## config.mk

```make
export PLATFORM = sky130hd
export DESIGN_NAME = file_mode_string_parser_unit_flat
export DESIGN_NICKNAME = d
export VERILOG_FILES = /design/src/rtl/fmsp_pkg.sv /design/src/rtl/fmsp_if.sv /design/src/rtl/fmsp_step.sv /design/src/rtl/file_mode_string_parser_unit.sv /design/src/flat_wrapper.sv
export SDC_FILE = /design/constraint.sdc
export NUM_CORES = 1
export LEC_CHECK = 0
export ABC_AREA = 0
export BUFFER_PORTS_ARGS = -buffer_cell sky130_fd_sc_hd__buf_4
export CAP_MARGIN = 20
export CORE_MARGIN = 1.5
export CORE_UTILIZATION = 40
export CTS_BUF_LIST = sky130_fd_sc_hd__clkbuf_4 sky130_fd_sc_hd__clkbuf_8
export DETAILED_ROUTE_END_ITERATION = 8
export GPL_ROUTABILITY_DRIVEN = 0
export REMOVE_ABC_BUFFERS = 1
export SLEW_MARGIN = 10
export SYNTH_ARGS = -nofsm -noshare
export SYNTH_HDL_FRONTEND = slang
export SYNTH_SLANG_ARGS = --single-unit
```

## constraint.sdc

```tcl
create_clock -name clk_i -period 3.35 [get_ports clk_i]
set_input_delay 0.5025 -clock clk_i [delete_from_list [all_inputs] [get_ports clk_i]]
set_output_delay 0.5025 -clock clk_i [all_outputs]
set_load 0.03 [all_outputs]
```

## src/rtl/fmsp_pkg.sv

```systemverilog
// fmsp_pkg: types, codes and masks for the file mode string parser
// no dependencies; used by the interfaces, the step logic and the top level
package fmsp_pkg;

  localparam int unsigned ModeW = 12;
  localparam int unsigned CharW = 8;

  // ascii codes
  localparam logic [CharW-1:0] ChZero  = 8'h30;
  localparam logic [CharW-1:0] ChSeven = 8'h37;
  localparam logic [CharW-1:0] ChComma = 8'h2C;
  localparam logic [CharW-1:0] ChEq    = 8'h3D;
  localparam logic [CharW-1:0] ChMinus = 8'h2D;
  localparam logic [CharW-1:0] ChPlus  = 8'h2B;
  localparam logic [CharW-1:0] ChU     = 8'h75;
  localparam logic [CharW-1:0] ChG     = 8'h67;
  localparam logic [CharW-1:0] ChO     = 8'h6F;
  localparam logic [CharW-1:0] ChA     = 8'h61;
  localparam logic [CharW-1:0] ChR     = 8'h72;
  localparam logic [CharW-1:0] ChW     = 8'h77;
  localparam logic [CharW-1:0] ChX     = 8'h78;
  localparam logic [CharW-1:0] ChS     = 8'h73;
  localparam logic [CharW-1:0] ChT     = 8'h74;

  // who and permission masks
  localparam logic [ModeW-1:0] MaskAll  = 12'o7777;
  localparam logic [ModeW-1:0] MaskUser = 12'o5700;
  localparam logic [ModeW-1:0] MaskGrp  = 12'o3070;
  localparam logic [ModeW-1:0] MaskOth  = 12'o1007;
  localparam logic [ModeW-1:0] MaskRd   = 12'o0444;
  localparam logic [ModeW-1:0] MaskWr   = 12'o0222;
  localparam logic [ModeW-1:0] MaskEx   = 12'o0111;
  localparam logic [ModeW-1:0] MaskSid  = 12'o6000;
  localparam logic [ModeW-1:0] MaskStk  = 12'o1000;

  typedef enum logic [2:0] {
    PhStart = 3'b001,
    PhWho   = 3'b010,
    PhPerm  = 3'b100
  } phase_e;

  typedef enum logic [1:0] {
    OpSet = 2'd0,
    OpClr = 2'd1,
    OpAdd = 2'd2,
    OpBad = 2'd3
  } op_e;

  typedef enum logic [1:0] {
    StOk     = 2'd0,
    StBadNum = 2'd1,
    StBadOp  = 2'd2,
    StNoOp   = 2'd3
  } status_e;

  typedef struct packed {
    phase_e           phase;
    logic [ModeW-1:0] mode;
    logic [ModeW-1:0] who;
    logic [ModeW-1:0] perm;
    op_e              op;
    logic             numeric;
    status_e          err;
  } state_t;

  localparam state_t StateReset = '{
    phase:   PhStart,
    mode:    '0,
    who:     '0,
    perm:    '0,
    op:      OpSet,
    numeric: 1'b0,
    err:     StOk
  };

  typedef struct packed {
    logic [CharW-1:0] ch;
    logic             first;
    logic             last;
    logic [ModeW-1:0] start_mode;
  } item_t;

  typedef struct packed {
    logic [ModeW-1:0] new_mode;
    status_e          status;
  } result_t;

endpackage

```

## src/rtl/fmsp_if.sv

```systemverilog
// fmsp_if: valid/ready channels for mode string characters and results
// depends on fmsp_pkg
interface fmsp_in_if;
  logic                         valid;
  logic                         ready;
  logic [fmsp_pkg::CharW-1:0]   ch;
  logic                         first;
  logic                         last;
  logic [fmsp_pkg::ModeW-1:0]   start_mode;

  modport source (output valid, ch, first, last, start_mode, input ready);
  modport sink   (input valid, ch, first, last, start_mode, output ready);
endinterface

interface fmsp_out_if;
  logic                         valid;
  logic                         ready;
  logic [fmsp_pkg::ModeW-1:0]   new_mode;
  logic [1:0]                   status;

  modport source (output valid, new_mode, status, input ready);
  modport sink   (input valid, new_mode, status, output ready);
endinterface

```

## src/rtl/fmsp_step.sv

```systemverilog
// fmsp_step: next parse state and result for one character
// depends on fmsp_pkg
module fmsp_step (
  input  fmsp_pkg::state_t  state_i,
  input  fmsp_pkg::item_t   item_i,
  output fmsp_pkg::state_t  state_o,
  output fmsp_pkg::result_t res_o
);

  function automatic logic [fmsp_pkg::ModeW-1:0] who_mask(input logic [fmsp_pkg::CharW-1:0] c);
    logic [fmsp_pkg::ModeW-1:0] m;
    begin
      m = '0;
      if (c == fmsp_pkg::ChU) m = fmsp_pkg::MaskUser;
      if (c == fmsp_pkg::ChG) m = fmsp_pkg::MaskGrp;
      if (c == fmsp_pkg::ChO) m = fmsp_pkg::MaskOth;
      if (c == fmsp_pkg::ChA) m = fmsp_pkg::MaskAll;
      return m;
    end
  endfunction

  function automatic logic [fmsp_pkg::ModeW-1:0] perm_mask(input logic [fmsp_pkg::CharW-1:0] c);
    logic [fmsp_pkg::ModeW-1:0] m;
    begin
      m = '0;
      if (c == fmsp_pkg::ChR) m = fmsp_pkg::MaskRd;
      if (c == fmsp_pkg::ChW) m = fmsp_pkg::MaskWr;
      if (c == fmsp_pkg::ChX) m = fmsp_pkg::MaskEx;
      if (c == fmsp_pkg::ChS) m = fmsp_pkg::MaskSid;
      if (c == fmsp_pkg::ChT) m = fmsp_pkg::MaskStk;
      return m;
    end
  endfunction

  function automatic logic [fmsp_pkg::ModeW-1:0] apply_clause(input fmsp_pkg::state_t s);
    logic [fmsp_pkg::ModeW-1:0] w;
    logic [fmsp_pkg::ModeW-1:0] e;
    logic [fmsp_pkg::ModeW-1:0] m;
    begin
      w = (s.who != '0) ? s.who : fmsp_pkg::MaskAll;
      e = w & s.perm;
      m = s.mode;
      case (s.op)
        fmsp_pkg::OpSet: m = (s.mode & ~w) | e;
        fmsp_pkg::OpClr: m = s.mode & ~e;
        fmsp_pkg::OpAdd: m = s.mode | e;
        default:         m = s.mode;
      endcase
      return m;
    end
  endfunction

  fmsp_pkg::state_t           st;
  logic                       is_oct;
  logic [fmsp_pkg::ModeW-1:0] who_m;
  logic [fmsp_pkg::ModeW-1:0] perm_m;
  logic                       perm_taken;

  always_comb begin
    st         = state_i;
    is_oct     = (item_i.ch >= fmsp_pkg::ChZero) && (item_i.ch <= fmsp_pkg::ChSeven);
    who_m      = who_mask(item_i.ch);
    perm_m     = perm_mask(item_i.ch);
    perm_taken = 1'b0;

    if (item_i.first) begin
      st         = fmsp_pkg::StateReset;
      st.numeric = is_oct;
      st.mode    = is_oct ? '0 : item_i.start_mode;
    end

    if (st.err == fmsp_pkg::StOk) begin
      if (st.numeric) begin
        // overflow once the top digit is occupied
        if (!is_oct || (st.mode[fmsp_pkg::ModeW-1 -: 3] != 3'd0)) begin
          st.err = fmsp_pkg::StBadNum;
        end else begin
          st.mode = {st.mode[fmsp_pkg::ModeW-4:0], item_i.ch[2:0]};
        end
      end else begin
        if (st.phase == fmsp_pkg::PhPerm) begin
          if (perm_m != '0) begin
            st.perm    = st.perm | perm_m;
            perm_taken = 1'b1;
          end else begin
            // non-permission char closes the clause
            st.mode  = apply_clause(st);
            st.phase = fmsp_pkg::PhStart;
            st.who   = '0;
            st.perm  = '0;
            st.op    = fmsp_pkg::OpSet;
          end
        end
        if (!perm_taken && !(st.phase == fmsp_pkg::PhStart && item_i.ch == fmsp_pkg::ChComma))
        begin
          if (who_m != '0) begin
            st.who   = st.who | who_m;
            st.phase = fmsp_pkg::PhWho;
          end else begin
            st.phase = fmsp_pkg::PhPerm;
            if (item_i.ch == fmsp_pkg::ChEq) begin
              st.op = fmsp_pkg::OpSet;
            end else if (item_i.ch == fmsp_pkg::ChMinus) begin
              st.op = fmsp_pkg::OpClr;
            end else if (item_i.ch == fmsp_pkg::ChPlus) begin
              st.op = fmsp_pkg::OpAdd;
            end else begin
              st.op  = fmsp_pkg::OpBad;
              st.err = fmsp_pkg::StBadOp;
            end
          end
        end
      end
    end

    state_o = st;

    if (st.err != fmsp_pkg::StOk) begin
      res_o.new_mode = '0;
      res_o.status   = st.err;
    end else if (st.numeric) begin
      res_o.new_mode = st.mode;
      res_o.status   = fmsp_pkg::StOk;
    end else if (st.phase != fmsp_pkg::PhPerm) begin
      res_o.new_mode = '0;
      res_o.status   = fmsp_pkg::StNoOp;
    end else begin
      res_o.new_mode = apply_clause(st);
      res_o.status   = fmsp_pkg::StOk;
    end
  end

endmodule

```

## src/rtl/file_mode_string_parser_unit.sv

```systemverilog
// file_mode_string_parser_unit: applies an octal or symbolic mode string to a file mode
// a last word waits in the input reg; its result is registered once the output is free
// throughput: one character word per cycle; the input stalls only while a last word
// waits behind a result that is not being taken
// reset: asynchronous, clears parse state and both valid flags; start_mode seeds symbolic
// depends on fmsp_pkg, fmsp_if, fmsp_step
module file_mode_string_parser_unit (
  input  logic       clk_i,
  input  logic       rst_ni,
  fmsp_in_if.sink    in_i,
  fmsp_out_if.source out_o
);

  fmsp_pkg::item_t   item_q;
  logic              in_vld_q;
  fmsp_pkg::state_t  state_q;
  fmsp_pkg::state_t  state_d;
  fmsp_pkg::result_t res_d;
  fmsp_pkg::result_t res_q;
  logic              out_vld_q;

  logic out_free;
  logic adv;
  logic in_acc;

  assign out_free  = !out_vld_q || out_o.ready;
  assign adv       = in_vld_q && (!item_q.last || out_free);
  assign in_i.ready = !in_vld_q || adv;
  assign in_acc    = in_i.valid && in_i.ready;

  fmsp_step u_step (
    .state_i (state_q),
    .item_i  (item_q),
    .state_o (state_d),
    .res_o   (res_d)
  );

  always_ff @(posedge clk_i) begin
    if (in_acc) begin
      item_q <= '{ch: in_i.ch, first: in_i.first, last: in_i.last,
                  start_mode: in_i.start_mode};
    end
    if (adv && item_q.last) begin
      res_q <= res_d;
    end
  end

  always_ff @(posedge clk_i or negedge rst_ni) begin
    if (!rst_ni) begin
      in_vld_q  <= 1'b0;
      out_vld_q <= 1'b0;
      state_q   <= fmsp_pkg::StateReset;
    end else begin
      if (in_acc) begin
        in_vld_q <= 1'b1;
      end else if (adv) begin
        in_vld_q <= 1'b0;
      end
      if (adv) begin
        state_q <= state_d;
      end
      if (adv && item_q.last) begin
        out_vld_q <= 1'b1;
      end else if (out_o.ready) begin
        out_vld_q <= 1'b0;
      end
    end
  end

  assign out_o.valid    = out_vld_q;
  assign out_o.new_mode = res_q.new_mode;
  assign out_o.status   = res_q.status;

endmodule

```

## src/flat_wrapper.sv

```systemverilog
// flat-port wrapper written by rule: the top's interface ports become plain ports
module file_mode_string_parser_unit_flat 
  (clk_i, rst_ni, in_i_valid, in_i_ch, in_i_first, in_i_last, in_i_start_mode, in_i_ready, out_o_valid, out_o_new_mode, out_o_status, out_o_ready);
  fmsp_in_if in_i_i ();
  fmsp_out_if out_o_i ();
  input  logic clk_i;
  input  logic rst_ni;
  input wire logic [$bits(in_i_i.valid)-1:0] in_i_valid;
  input wire logic [$bits(in_i_i.ch)-1:0] in_i_ch;
  input wire logic [$bits(in_i_i.first)-1:0] in_i_first;
  input wire logic [$bits(in_i_i.last)-1:0] in_i_last;
  input wire logic [$bits(in_i_i.start_mode)-1:0] in_i_start_mode;
  output wire logic [$bits(in_i_i.ready)-1:0] in_i_ready;
  output wire logic [$bits(out_o_i.valid)-1:0] out_o_valid;
  output wire logic [$bits(out_o_i.new_mode)-1:0] out_o_new_mode;
  output wire logic [$bits(out_o_i.status)-1:0] out_o_status;
  input wire logic [$bits(out_o_i.ready)-1:0] out_o_ready;
  assign in_i_i.valid = in_i_valid;
  assign in_i_i.ch = in_i_ch;
  assign in_i_i.first = in_i_first;
  assign in_i_i.last = in_i_last;
  assign in_i_i.start_mode = in_i_start_mode;
  assign in_i_ready = in_i_i.ready;
  assign out_o_valid = out_o_i.valid;
  assign out_o_new_mode = out_o_i.new_mode;
  assign out_o_status = out_o_i.status;
  assign out_o_i.ready = out_o_ready;
  file_mode_string_parser_unit u_core (.clk_i(clk_i), .rst_ni(rst_ni), .in_i(in_i_i), .out_o(out_o_i));
endmodule
```

-- Word-level counts from Yosys, hierarchy flattened
Index checks and enable logic that the tools add are counted.
- flip-flop bits (word level): 82
- word-level logic and storage cells: 134
- bits of input ports: 26
- mux-type cells: 54
- equality and inequality tests: 20
- reduce and logical (&&, ||, !) cells: 27
- order comparisons: 2
- bitwise operators: 16
- operators by type and width (cell ; number):
    2-to-1 mux 12 bit ; 16
    2-to-1 mux 41 bit ; 4
    bitwise AND 12 bit ; 6
    == test 8 x 7 -> 1 bit (second input constant) ; 9
    OR 12 bit ; 6
    case mux 12 bit (3 select lines) ; 2
    NOT 12 bit ; 4
    nonzero test 12 bit ; 4
    2-to-1 mux 44 bit ; 1
    == test 8 x 6 -> 1 bit (second input constant) ; 4
    2-to-1 mux 14 bit ; 2
    2-to-1 mux 2 bit ; 14
    2-to-1 mux 27 bit ; 1
    2-to-1 mux 26 bit ; 1
    2-to-1 mux 1 bit ; 9
    2-to-1 mux 3 bit ; 3
    2-to-1 mux 9 bit ; 1
    greater-or-equal comparator 8 x 6 -> 1 bit (second input constant) ; 1
    less-or-equal comparator 8 x 6 -> 1 bit (second input constant) ; 1
    logical AND 1 bit ; 6
    zero test 1 bit ; 6
    zero test 2 bit ; 3
    nonzero test 2 bit ; 3
    == test 2 x 1 -> 1 bit (second input constant) ; 2
    other kinds (6) ; 10

-- Depth between registers and ports, before layout
- depth in word-level cells: 30
- depth in mapped cells: 11

-- Modules after synthesis
From an unflattened synthesis, not the netlist that was laid out.
- cells, all modules: 711
- area total of the unflattened synthesis: 6283.5 um^2
- by module, submodules not included (module ; cells an instance ; instances ; area each (um^2) ; sequential area each (um^2)):
    file_mode_string_parser_unit ; 297 ; 1 ; 3823.7 ; 2233.4
    fmsp_step ; 414 ; 1 ; 2459.9 ; 0.0

-- Worst setup path after synthesis
Ideal clock, no wire load.
- kind: register -> register
- from: register u_core.item_q[18] (netlist name)
- to: register u_core.res_q (netlist bit u_core.out_o.new_mode[7]) (data pin)
- data required time: 3089 ps
- library setup time: 261 ps
- period minus slack after synthesis: 2852 ps
- cell stages (with the launch flop): 12
- slack: 498 ps
- arrival: 2591 ps
- cell sequence: edfxtp_1 buf_6 nor2b_4 buf_6 a311oi_4 o211ai_1 o211a_1 or2_1 buf_6 a221oi_2 a21oi_1 a221o_1
- word-level cells in the longest chain between the ends: 26
- elaborated cells on any way between the ends: 93
- RTL lines (element ; line ; source):
    start, declared ; file_mode_string_parser_unit.sv:14 ; fmsp_pkg::item_t item_q;
    start signal, assigned ; file_mode_string_parser_unit.sv:40 ; item_q <= '{ch: in_i.ch, first: in_i.first, last: in_i.last,
    == test 8 x 7 -> 1 bit ; fmsp_step.sv:26 ; if (c == fmsp_pkg::ChR) m = fmsp_pkg::MaskRd;
    2-to-1 mux 9 bit ; fmsp_step.sv:26 ;
    2-to-1 mux 12 bit ; fmsp_step.sv:27 ; if (c == fmsp_pkg::ChW) m = fmsp_pkg::MaskWr;
    2-to-1 mux 12 bit ; fmsp_step.sv:28 ; if (c == fmsp_pkg::ChX) m = fmsp_pkg::MaskEx;
    2-to-1 mux 12 bit ; fmsp_step.sv:29 ; if (c == fmsp_pkg::ChS) m = fmsp_pkg::MaskSid;
    2-to-1 mux 12 bit ; fmsp_step.sv:30 ; if (c == fmsp_pkg::ChT) m = fmsp_pkg::MaskStk;
    nonzero test 12 bit ; fmsp_step.sv:82 ; if (perm_m != '0) begin
    2-to-1 mux 27 bit ; fmsp_step.sv:82 ;
    (+10 left out) ; -- ;
    nonzero test 12 bit ; fmsp_step.sv:40 ; w = (s.who != '0) ? s.who : fmsp_pkg::MaskAll;
    2-to-1 mux 12 bit ; fmsp_step.sv:40 ;
    bitwise AND 12 bit / NOT 12 bit (equally long branches) ; fmsp_step.sv:41, fmsp_step.sv:44 ;
    NOT 12 bit / bitwise AND 12 bit (equally long branches) ; fmsp_step.sv:45, fmsp_step.sv:44 ;
    bitwise AND 12 bit / OR 12 bit (equally long branches) ; fmsp_step.sv:45, fmsp_step.sv:44 ;
    case mux 12 bit (3 select lines) ; fmsp_step.sv:43 ; case (s.op)
    2-to-1 mux 14 bit ; fmsp_step.sv:124 ; end else if (st.phase != fmsp_pkg::PhPerm) begin
    2-to-1 mux 14 bit ; fmsp_step.sv:121 ; end else if (st.numeric) begin
    end signal, assigned ; file_mode_string_parser_unit.sv:44 ; res_q <= res_d;
    end, declared ; file_mode_string_parser_unit.sv:19 ; fmsp_pkg::result_t res_q;
Parallel ways exist; a longest one is shown, timed or not. The select of a mux whose other input is x is not followed.
A chain may end at the register's enable or synchronous reset.

-- Worst setup path after layout
- from: register u_core.item_q[13] (netlist name)
- to: register u_core.res_q (netlist bit u_core.out_o.new_mode[1]) (data pin)
- word-level cells in the longest chain between the ends: 20
- elaborated cells on any way between the ends: 69
- RTL lines (element ; line ; source):
    2-to-1 mux 44 bit * ; fmsp_step.sv:66 ; if (item_i.first) begin
    == test 3 bit / 2-to-1 mux 27 bit (equally long branches) ; fmsp_step.sv:81, fmsp_step.sv:82 ;
    2-to-1 mux 41 bit ; fmsp_step.sv:81 ; if (st.phase == fmsp_pkg::PhPerm) begin
    2-to-1 mux 41 bit ; fmsp_step.sv:73 ; if (st.numeric) begin
    2-to-1 mux 41 bit ; fmsp_step.sv:72 ; if (st.err == fmsp_pkg::StOk) begin
    == test 3 x 1 -> 1 bit ; fmsp_step.sv:94 ; if (!perm_taken && !(st.phase == fmsp_pkg::PhStart && item_i.ch == fmsp_pkg::ChComma))
    logical AND 1 bit ; fmsp_step.sv:94 ;
    zero test 1 bit ; fmsp_step.sv:94 ;
    (+4 left out) ; -- ;
    nonzero test 12 bit ; fmsp_step.sv:40 ;
    2-to-1 mux 12 bit ; fmsp_step.sv:40 ;
    bitwise AND 12 bit / NOT 12 bit (equally long branches) ; fmsp_step.sv:41, fmsp_step.sv:44 ;
    NOT 12 bit / bitwise AND 12 bit (equally long branches) ; fmsp_step.sv:45, fmsp_step.sv:44 ;
    bitwise AND 12 bit / OR 12 bit (equally long branches) ; fmsp_step.sv:45, fmsp_step.sv:44 ;
    case mux 12 bit (3 select lines) ; fmsp_step.sv:43 ;
    2-to-1 mux 14 bit ; fmsp_step.sv:124 ;
    2-to-1 mux 14 bit ; fmsp_step.sv:121 ;
Every way passes the cells marked *; elsewhere a longest branch is shown, timed or not. The select of a mux whose other input is x is not followed.

==> run_results.csv <==
group,metric,value,unit
synth,syn_avg_cell_area,8.93,um^2
critical_path,r2r_slack,0.14,ns
floorplan,die_h,116,um
detailed_routing,dr.pass1.iters,5,
status,status,"finished clean",
synth,synth-edff-count,36,
timing,rsz0062_at_grt,"no",
grt,grt_overflow_total,0,
place,place_area,5790,um^2
clocking,worstSkewPairLatency,0.38,ns
synth,synth_top_family_by_area,"compound AO/OA/AOI/OAI gates",
place,port_buffers,41,
place,dp_slack,0.137,ns
timing,drv_slew,0,
final_layout,nets,660,
synth,synthMuxAreaShare,1.28,%
critical_path,start_kind,"flop",
detailed_routing,wirelength,17100,um
timing,relSlewSlack,42.8,%
final_layout,fin_area,5980,um^2
synth,synthesis.area,5100,um^2
synth,synth_cells,571,
synth,yosys.area_share.simple,22.2,%
timing,fmax,312,MHz
grt,grt_max_degree,47,
grt,antenna_found_initial,0,
synth,synth.area.top_cells,"dfrtp_1 22%, edfxtp_1 21%, nand2_1 6.5%",
floorplan,start_util,40.7,%
pwr,p_total,2.90,mW
final_layout,diodes,0,
detailed_routing,vias_per_cell,6.17,
critical_path,path_max_fanout,16,
floorplan,coreArea,12500,um^2
floorplan,row_count,41,
clocking,cts_buffers,9,
clocking,h-tree-depth,3,
clocking,path_clk_slew,0.08,ns
synth,synth_xor_area_share,0.859,%
timing,timing.final.crit_share,95.8,%
critical_path,reg2reg_depth,10,
grt,grt_pass1_vias,4964,
clocking,ctsHoldBuffers,0,
timing,hold_viol_final,0,
synth,ys_types,75,
synth,yosysTopAreaCellShare,22.1,%
synth,yosys.area.top_type,"dfrtp_1",
synth,synth_compound_area_share,28.3,%
critical_path,path_class,"reg2reg",
clocking,cts_tree,"built",
detailed_routing,drc,0,
synth,synth_warnings,0,
critical_path,reg2reg_to,"u_core.out_o.new_mode[1]",
timing,clock_skew,0.0143,ns
synth,synthTopCellsByCount,"88 x nand2_1, 51 x o21ai_0, 46 x nor2_1",
critical_path,r2r-start,"u_core.item_q[13]",
grt,grt_use_met3,7.48,%
synth,synthAdderAreaFrac,0,%
synth,synthArstFlopShare,56.1,%
pwr,ir_drop,208,uV
synth,synthFlopType,"dfrtp_1",
grt,grt_util_met2,40.1,%
clocking,cts.sinks,82,
final_layout,area_delta_synth_final,17.3,%
clocking,cts_root_buffer,"clkbuf_8",
floorplan,io_pins,42,
timing,worst_slew_pin_slew,0.858,ns
critical_path,cp.arrival,3.32,ns
detailed_routing,num_vias,5003,
critical_path,crit_end,"u_core.out_o.new_mode[1]",
timing,worst_slack,0.141,ns
synth,synth_most_common_cell,"nand2_1",
critical_path,end_kind,"flop",
final_layout,drive_gt1_share,19.9,%
synth,ys_seq_area_share,43.8,%
job,drv_cap,0,
detailed_routing,routedWlPerCell,21.1,um
synth,ys_ff_latch,82,
floorplan,die_area,13400,um^2
pwr,power_density,485,nW/um^2
grt,met1_usage,35.2,%
detailed_routing,drtAntennaViolNets,0,
timing,period_minus_slack,3.21,ns
final_layout,fillerInstances,1224,
timing,setup_tns,0,ns
timing,setup_violations,0,
critical_path,critPathLaunch,"u_core.item_q[13]",
detailed_routing,drtIter0Drc,588,
final_layout,utilization,47.8,%
grt,grt_pass1_wl,27200,um
floorplan,die_w,116,um
critical_path,critPathRequiredTime,3.46,ns
worst_hold_path,min_path_type,"in2async",
place,detailedPlacementHpwl,12900,um
grt,grt.total_usage,27.1,%
pwr,p_leak,2.55,nW
grt,busiest_layer,"met2",
clocking,cts_max_path_buffers,2,
placed cells by master, fill, tap and decap left out, types with 3 or more instances in the layout:
cell and instances:
a221oi_1 3, nand2_1 87, a2bb2oi_1 4, o21a_1 6
or2_2 3, buf_4 82, nor2_1 46, xor2_1 4
edfxtp_1 36, o31ai_1 5, o211a_1 3, nand3b_1 5
o311ai_0 3, a22oi_1 4, nand3_1 9, or3b_2 4
clkbuf_8 9, o22ai_1 7, mux2_2 4, and3_1 7
a221o_1 3, nand2b_1 10, nor4_1 8, a211oi_1 5
dfrtp_1 45, o21ai_0 51, a21oi_1 35, a21o_1 18
inv_1 10, o211ai_1 7, a31o_2 6, o221ai_1 6
nor2b_1 23, nor3_1 5, a31oi_1 21
area by class of cell:
type | instances | area [um^2] | share of cell area, %
clock buffers | 9 | 124 | 2.07
flip-flops and latches | 82 | 2230 | 37.3
repair buffers | 82 | 616 | 10.3
inverters | 10 | 37.5 | 0.628
multi-input cells | 449 | 2690 | 44.9
well taps | 172 | 215 | 3.60
clock inverters | 7 | 67.6 | 1.13
worst max-delay path, cell delays in order, from the launching register on:
cell	delay, ns
edfxtp_1	0.34
buf_4	0.22
o21ba_2	0.24
a311o_1	0.48
buf_4	0.24
a311oi_1	0.36
mux2i_1	0.14
o211ai_1	0.25
inv_1	0.08
a221oi_1	0.41
o21ai_0	0.18
timing repair:
| action | in CTS | in global routing |
|---|---|---|
| gates resized for setup | 0 | 1 |
| endpoints found under the setup margin | 0 | 1 |
| buffers inserted | 0 | 0 |
worst min-delay path by stage:
| stage | startpoint | end | slack, ns |
|---|---|---|---|
| 2_1_floorplan | rst_ni | u_core.in_vld_q | 0.21 |
| 3_3_place_gp | u_core.state_q[34] | u_core.state_q[34] | 0.45 |
| 3_5_place_dp | u_core.state_q[34] | u_core.state_q[34] | 0.47 |
| 4_1_cts | rst_ni | u_core.state_q[7] | 0.13 |
| 5_1_grt | rst_ni | u_core.state_q[30] | 0.16 |
| 6_report | rst_ni | u_core.state_q[10] | 0.13 |
metrics by stage:
step | hold WS (ns) | cells
CTS | 0.133 | 811
finish | 0.127 | 811
global route | 0.159 | 811
floorplan | 0.207 | 541
detailed placement | 0.466 | 795
global placement | 0.452 | 795
logic make-up (layout without fill, tap and decap cells):
group,after synthesis,count (layout)
AND/OR/NAND/NOR,226,226
AO/OA/AOI/OAI,212,212
flip-flops,82,82
buffers and inverters,40,108
multiplexers,6,6
XOR/XNOR,5,5
state kept, by name, indices dropped and copies added, names as in the netlist:
register and count:
u_core.out_o.new_mode 12, u_core.out_o.valid 1, u_core.state_q 44, u_core.out_o.status 2
u_core.in_vld_q 1, u_core.item_q 22
metal layers:
layer / part of all wire [%] / routed length, um / vias up
li1: - / - / 2270
met1: 41 / 7000 / 2364
met2: 43 / 7330 / 298
met3: 11 / 1910 / 71
met4: 5.1 / 881 / 0
met5: 0 / 0 / -
report_power, final:
group	switching [mW]	total, mW	internal [mW]
Sequential	0.0768	1.23	1.16
Clock	0.375	0.716	0.341
Combinational	0.585	0.952	0.367
Power figures use the tool's default switching activity.
